$ cat config.mk
export PLATFORM = sky130hd
export DESIGN_NAME = yfdtd_mac
export DESIGN_NICKNAME = d
export VERILOG_FILES = /design/src/yfdtd_pkg.sv /design/src/yfdtd_mac.sv
export SDC_FILE = /design/constraint.sdc
export NUM_CORES = 2
export LEC_CHECK = 0
export ABC_AREA = 1
export BUFFER_PORTS_ARGS = -buffer_cell sky130_fd_sc_hd__buf_2
export CAP_MARGIN = 10
export CELL_PAD_IN_SITES_DETAIL_PLACEMENT = 0
export CELL_PAD_IN_SITES_GLOBAL_PLACEMENT = 1
export CORE_MARGIN = 1.5
export CORE_UTILIZATION = 49
export DETAILED_ROUTE_END_ITERATION = 8
export PLACE_DENSITY_LB_ADDON = 0.1
export RECOVER_POWER = 50
export SYNTH_ARGS = -nofsm -noshare
export SYNTH_HDL_FRONTEND = slang
export SYNTH_SLANG_ARGS = --single-unit
$ cat constraint.sdc
create_clock -name clk -period 8 [get_ports clk]
set_clock_uncertainty 0.15 [all_clocks]
set_input_delay 0.8 -clock clk [delete_from_list [all_inputs] [get_ports clk]]
set_output_delay 0.8 -clock clk [all_outputs]
set_load 0.02 [all_outputs]
$ cat src/yfdtd_pkg.sv
// Shared types, codes and constants for the 2D Yee field update core.
// No dependencies; every other file in src imports this package.
`timescale 1ns / 1ps
`default_nettype none

package yfdtd_pkg;

  // Default lattice size, without the halo
  localparam int NX_DEF = 16;
  localparam int NY_DEF = 16;

  // Field widths
  localparam int COEFF_W = 18;
  localparam int VAL_W   = 32;
  localparam int SEL_W   = 4;
  localparam int IDX_W   = 6;
  localparam int OP_W    = 3;
  // Sum of four signed 32-bit values
  localparam int DIFF_W  = 34;

  localparam logic signed [VAL_W-1:0] VAL_MAX = 32'sh7FFF_FFFF;
  localparam logic signed [VAL_W-1:0] VAL_MIN = 32'sh8000_0000;

  // Item opcodes
  localparam logic [OP_W-1:0] OP_WRITE   = 3'd0;
  localparam logic [OP_W-1:0] OP_READ    = 3'd1;
  localparam logic [OP_W-1:0] OP_PUSH_E  = 3'd2;
  localparam logic [OP_W-1:0] OP_PUSH_B  = 3'd3;
  localparam logic [OP_W-1:0] OP_DEPOSIT = 3'd4;

  // Array selects that bound each store group
  localparam logic [SEL_W-1:0] SEL_FIRST_B = 4'd3;
  localparam logic [SEL_W-1:0] SEL_FIRST_J = 4'd6;
  localparam logic [SEL_W-1:0] SEL_LAST    = 4'd8;

  // Store groups
  localparam logic [1:0] GRP_E = 2'd0;
  localparam logic [1:0] GRP_B = 2'd1;
  localparam logic [1:0] GRP_J = 2'd2;

  typedef enum logic [1:0] {
    WALK_E,
    WALK_B,
    WALK_DEP
  } walk_t;

  // One source read of the per-cell stencil: component, column and row
  // offset (biased by one), target difference and sign
  typedef struct packed {
    logic       en;
    logic [1:0] comp;
    logic [1:0] ox;
    logic [1:0] oy;
    logic [1:0] tgt;
    logic       neg;
  } tap_t;

  localparam tap_t TAPS_E [8] = '{
    '{1'b1, 2'd2, 2'd1, 2'd1, 2'd0, 1'b0},
    '{1'b1, 2'd2, 2'd1, 2'd0, 2'd0, 1'b1},
    '{1'b1, 2'd2, 2'd0, 2'd1, 2'd1, 1'b0},
    '{1'b1, 2'd2, 2'd1, 2'd1, 2'd1, 1'b1},
    '{1'b1, 2'd0, 2'd1, 2'd0, 2'd2, 1'b0},
    '{1'b1, 2'd0, 2'd1, 2'd1, 2'd2, 1'b1},
    '{1'b1, 2'd1, 2'd1, 2'd1, 2'd2, 1'b0},
    '{1'b1, 2'd1, 2'd0, 2'd1, 2'd2, 1'b1}
  };

  localparam tap_t TAPS_B [8] = '{
    '{1'b1, 2'd2, 2'd1, 2'd1, 2'd0, 1'b0},
    '{1'b1, 2'd2, 2'd1, 2'd2, 2'd0, 1'b1},
    '{1'b1, 2'd2, 2'd2, 2'd1, 2'd1, 1'b0},
    '{1'b1, 2'd2, 2'd1, 2'd1, 2'd1, 1'b1},
    '{1'b1, 2'd0, 2'd1, 2'd2, 2'd2, 1'b0},
    '{1'b1, 2'd0, 2'd1, 2'd1, 2'd2, 1'b1},
    '{1'b1, 2'd1, 2'd1, 2'd1, 2'd2, 1'b0},
    '{1'b1, 2'd1, 2'd2, 2'd1, 2'd2, 1'b1}
  };

  localparam tap_t TAPS_DEP [8] = '{
    '{1'b1, 2'd0, 2'd1, 2'd1, 2'd0, 1'b1},
    '{1'b1, 2'd1, 2'd1, 2'd1, 2'd1, 1'b1},
    '{1'b1, 2'd2, 2'd1, 2'd1, 2'd2, 1'b1},
    '{1'b0, 2'd0, 2'd1, 2'd1, 2'd0, 1'b0},
    '{1'b0, 2'd0, 2'd1, 2'd1, 2'd0, 1'b0},
    '{1'b0, 2'd0, 2'd1, 2'd1, 2'd0, 1'b0},
    '{1'b0, 2'd0, 2'd1, 2'd1, 2'd0, 1'b0},
    '{1'b0, 2'd0, 2'd1, 2'd1, 2'd0, 1'b0}
  };

  function automatic tap_t tap_lookup(input walk_t w, input logic [2:0] idx);
    tap_t t;
    case (w)
      WALK_E:   t = TAPS_E[idx];
      WALK_B:   t = TAPS_B[idx];
      WALK_DEP: t = TAPS_DEP[idx];
      default:  t = TAPS_DEP[idx];
    endcase
    return t;
  endfunction

endpackage

`default_nettype wire

$ cat src/yfdtd_mac.sv
// Shared update unit: multiply by the coefficient, round, add and saturate.
// Depends on yfdtd_pkg for widths and saturation limits.
`timescale 1ns / 1ps
`default_nettype none

module yfdtd_mac import yfdtd_pkg::*; (
  input  logic                     clk,
  input  logic                     mul_en,
  input  logic [COEFF_W-1:0]       coeff,
  input  logic signed [DIFF_W-1:0] diff,
  input  logic                     half,
  input  logic                     direct,
  input  logic signed [VAL_W-1:0]  old_val,
  output logic signed [VAL_W-1:0]  sum,
  output logic                     sat
);

  localparam int PW = DIFF_W + COEFF_W + 1;
  localparam int SW = PW + 1 - 16;
  localparam logic signed [PW:0] BIAS_FULL = (PW+1)'(32768);
  localparam logic signed [PW:0] BIAS_HALF = (PW+1)'(65536);
  localparam logic signed [SW:0] SUM_MAX = (SW+1)'(VAL_MAX);
  localparam logic signed [SW:0] SUM_MIN = (SW+1)'(VAL_MIN);

  logic signed [PW-1:0] prod;
  logic signed [PW:0]   rnd;
  logic signed [PW:0]   shifted;
  logic signed [SW-1:0] scaled;
  logic signed [SW:0]   sum_w;

  // Stage one: product of coefficient and difference
  always_ff @(posedge clk) begin
    if (mul_en) begin
      prod <= $signed({1'b0, coeff}) * diff;
    end
  end

  // Round half up and drop the fraction bits
  always_comb begin
    rnd     = (PW+1)'(prod) + (half ? BIAS_HALF : BIAS_FULL);
    shifted = half ? (rnd >>> 17) : (rnd >>> 16);
  end

  // Stage two: the increment, or the difference itself for a deposit
  always_ff @(posedge clk) begin
    scaled <= direct ? SW'(diff) : SW'(shifted);
  end

  // Add to the old value and clamp to 32 bits
  always_comb begin
    sum_w = (SW+1)'(old_val) + (SW+1)'(scaled);
    sat   = (sum_w > SUM_MAX) || (sum_w < SUM_MIN);
    if (sum_w > SUM_MAX) begin
      sum = VAL_MAX;
    end else if (sum_w < SUM_MIN) begin
      sum = VAL_MIN;
    end else begin
      sum = VAL_W'(sum_w);
    end
  end

endmodule

`default_nettype wire

# After elaboration in Yosys (flattened, before gate mapping)
# Index checks and enable logic that the tools add are counted.
# W data, S select, Z words.
dict set report totals {
  register_bits 91
  input_bits 88
  out_inout_bits 33
  elab_cells 13
}
dict set report op_classes {
  addsub 2
  n_mul 1
  order_cmp 2
  mux 5
  n_reduce_logical 1
}
# op count
set op_table {}
lappend op_table {{$mux W32} 2}
lappend op_table {{$add A53 B18 Y54} 1}
lappend op_table {{$mul A19 B34 Y53} 1}
lappend op_table {{$add A32 B38 Y39} 1}
lappend op_table {{$gt A39 B32 Y1 const B} 1}
lappend op_table {{$lt A39 B32 Y1 const B} 1}
lappend op_table {{$mux W38} 1}
lappend op_table {{$mux W37} 1}
lappend op_table {{$mux W17} 1}
lappend op_table {{$logic_or A1 B1 Y1} 1}

# Longest topological paths before layout
dict set report depth {
  word_depth 4
  mapped_depth 28
  depth_no_buf 26
}

# Worst setup path before layout
# No wires, ideal clock.
dict set report synth_path {
  path_type {in2reg}
  from {in diff[33]}
  to {reg prod[49] (data pin)}
  setup_ns 0.260
  arrival_ns 6.155
  required_ns 7.590
  path_slack_ns 1.435
  path_stages 20
  path_buffers 2
  cell_sequence {clkbuf_1 clkbuf_1 nand2_1 fa_1 fa_1 fa_1 inv_1 fa_1 fa_1 inv_1 fa_1 inv_1 ha_1 nand2_1 nor2_1 inv_1 nor4_1 nand3_1 nand3_1 xor2_1}
}
dict set report synth_between {
  elab_chain_cells 1
}
# element line
set synth_lines {}
lappend synth_lines {{from (decl)} yfdtd_mac.sv:10} ;# input logic signed [DIFF_W-1:0] diff,
lappend synth_lines {{$mul A19 B34 Y53} yfdtd_mac.sv:34} ;# prod <= $signed({1'b0, coeff}) * diff;
lappend synth_lines {{to (signal assigned)} yfdtd_mac.sv:34}
lappend synth_lines {{to (decl)} yfdtd_mac.sv:25} ;# logic signed [PW-1:0] prod;
# Every way passes these cells.
# A chain may end at the register's enable or synchronous reset.

# Worst setup path after layout
dict set report layout_path {
  from {in coeff[1]}
  to {reg prod[45] (data pin)}
}
dict set report layout_between {
  elab_chain_cells 1
}
# element line
set layout_lines {}
lappend layout_lines {{from (decl)} yfdtd_mac.sv:9} ;# input logic [COEFF_W-1:0] coeff,
lappend layout_lines {{$mul A19 B34 Y53} yfdtd_mac.sv:34}
# Every way passes these cells.

==> impl_metrics.py <==
metrics = {
    "outcome": {
        "status": "complete, but fails checks",
        "violations": "max-capacitance violations, max-slew violations",
    },
    "floorplan": {
        "die_x_um": 247,
        "dieArea_mm2": 0.0612,
        "core_mm2": 0.0590,
        "io-pin-count": 121,
        "die_y_um": 247,
        "num_rows": 89,
        "start_util_pct": 49.6,
    },
    "placement": {
        "place_congestion": 0.991,
        "dpl.hpwl_um": 70800,
        "portBuffers": 120,
    },
    "sta": {
        "slew_headroom_pct": -42.5,
        "post-route-min-period_ns": 7.30,
        "setup_viol": 0,
        "max_slew.worst_pin.slew_ns": 2.14,
        "hold_ws_ns": 0.547,
        "fin_crit_sh_pct": 91.2,
        "fin_tns_setup_ns": 0,
        "max_freq_mhz": 137,
        "slew_viol_final": 81,
        "hold_violations": 0,
        "rsz0062_at_grt": "no",
    },
    "routing": {
        "ant_nets": 0,
        "routedWlPerCell_um": 17.3,
        "drc": 0,
        "drt_iter0_markers": 1608,
        "vias": 24000,
        "avgViaCountPerCell": 4.98,
        "drt-total-wl_um": 83600,
        "drt_pass1_iterations": 5,
    },
    "critical_path": {
        "cp.required_ns": 7.95,
        "reg2reg_to": "scaled[36]",
        "critPathKind": "in -> reg",
        "cp.arrival_ns": 7.25,
        "cp_max_fo": 23,
        "critPathLaunchType": "primary input",
        "crit-reg2reg-launch": "prod[15]",
        "endpoint_kind": "flip-flop",
        "worst_r2r_path_depth": 12,
        "reg2reg_slack_ns": 4.48,
    },
    "cts": {
        "path_clk_slew_ns": 0.06,
        "holdBufCountCts": 0,
        "clock-root-buffer": "clkbuf_16",
        "cts_tree": "yes",
        "cts_resized": 0,
        "cts_sinks": 76,
        "post_cts_buffers": 0,
        "clk_path_buf_depth": 2,
        "clock_latency_ns": 0.35,
        "htreeDepth": 3,
        "cts_buffers": 9,
    },
    "yosys": {
        "syn_avg_cell_area_um2": 7.24,
        "syn_nets": 4883,
        "synth-async-reset-ratio_pct": 0,
        "yosysUniqueCellTypes": 53,
        "synthCells": 4039,
        "synth_edf_count": 38,
        "ys.warnings.count": 0,
        "synth_flop_cell": "edfxtp_1",
        "synth_seq_cells": 76,
        "ys_seq_area_share_pct": 6.50,
        "synth_area_mm2": 0.0293,
    },
    "final_layout": {
        "drive_above_1_share_pct": 5.34,
        "final_nets": 4885,
        "final_common_cell": "inv_1",
        "areaGrowthSynthToFinish_pct": 4.91,
        "final_cell_mix": "inv_1 (1192), nand2_1 (1110), fa_1 (590), ha_1 (166), nor2_1 (162)",
        "diodes": 0,
    },
    "global_routing": {
        "overflow": 0,
        "antenna_found_initial": 0,
        "groute.usage.overall_pct": 28.8,
        "grt_max_degree": 42,
        "grt_pass1_vias": 25000,
        "grt_pass1_wl_um": 136000,
    },
    "min_path": {
        "whs_endpoint": "scaled[33]",
        "hp-start": "prod[50]",
        "whs_path_depth": 4,
        "hp-class": "reg -> reg",
    },
    "run": {
        "max_cap_viol_count": 2,
    },
}
==> state kept, by name, summed over array words and instances, names as in the netlist <==
signal  cells
prod       38
scaled     38
==> critical path, cell delays in order <==
cell and delay, ns:
buf_2 0.57, nand2_1 0.29, fa_1 0.73, fa_1 0.47, fa_1 0.52, inv_1 0.05
fa_1 0.48, fa_1 0.55, inv_1 0.05, fa_1 0.49, inv_1 0.04, ha_1 0.37
nand2_1 0.13, nor2_1 0.25, inv_1 0.17, nor4_1 0.50, nand3_1 0.21, nand3_1 0.25
nand3_1 0.11, nand2_1 0.12, xor2_1 0.07
==> Yosys cell counts (2+ instances only) <==
library cell  instances  area share (%)
nand3b_1              4            0.10
buf_1                25            0.32
o21ai_0              79             1.4
o211ai_1              8            0.21
nand4_1              16            0.34
inv_2                 5           0.064
a31oi_1              20            0.43
xnor2_1              32            0.96
or2_1                 2           0.043
o21bai_1              9            0.23
buf_4                 3           0.077
nor2_4                3            0.12
fa_1                590              40
o31ai_1               4            0.10
edfxtp_1             38             3.9
inv_1              1191              15
o22a_1                2           0.060
clkbuf_1            127             1.6
nand2_1            1109              14
nand3_2               4            0.14
buf_6                 2           0.077
nor2_1              160             2.1
ha_1                166             7.1
nand2_2              26            0.56
nor2_2                8            0.17
clkinv_1              2           0.026
dfxtp_1              38             2.6
nand2_4               2           0.077
nor3_1               34            0.58
o21a_1                9            0.23
a21oi_1             108             1.8
buf_2                 2           0.034
o21ai_1               2           0.034
nand3_1             111             1.9
nor4_1               12            0.26
or2_2                 8            0.17
a21o_1                7            0.18
xor2_1               56             1.7
==> kinds of logic after synthesis <==
group,count (synthesis),synth area share (%)
compound gates,254,4.85
buf+inv,1358,17.6
xor+xnor,88,2.63
simple gates,1507,21.0
fa+ha+maj,756,47.5
flops,76,6.50
==> layout make-up <==
cell class,instances,area (µm²)
fillers,6091,28300
multi-input cells,2605,22200
inverters,1198,4500
flip-flops and latches,76,1900
well taps,773,967
repair buffers,151,842
clock buffers,10,229
clock inverters,6,72.6
==> through the flow <==
stage               util (%)  cells  instance area (µm²)  worst slack (ns)
floorplan                  -   4039                29300              1.44
global placement        51.6   4803                30400             0.475
detailed placement      51.6   4803                30400             0.384
CTS                     52.1   4819                30700             0.749
global route            52.0   4819                30700             0.418
finish                  52.0   4819                30700             0.702
==> worst max-delay path by stage <==
stage	endpoint	depth (start not counted)	from	slack (ns)
detailed placement	prod[51]	20	coeff[1]	0.38
floorplan	prod[49]	20	diff[33]	1.44
global placement	prod[45]	21	coeff[2]	0.48
CTS	prod[51]	20	coeff[1]	0.75
global route	prod[45]	23	coeff[1]	0.42
finish	prod[45]	21	coeff[1]	0.70
==> metal layers <==
layer  global-route usage [%]  up-vias  wire length (µm)
li1                         -    11500                 -
met1                     39.7    11700             37600
met4                     6.99        0              2090
met2                     49.1      613             39700
met5                        0        -                 0
met3                     2.53       96              4210
Power is left out: the tool's default activity adds up to more than one toggle a clock period on the data nets, which glitch-free logic cannot reach.
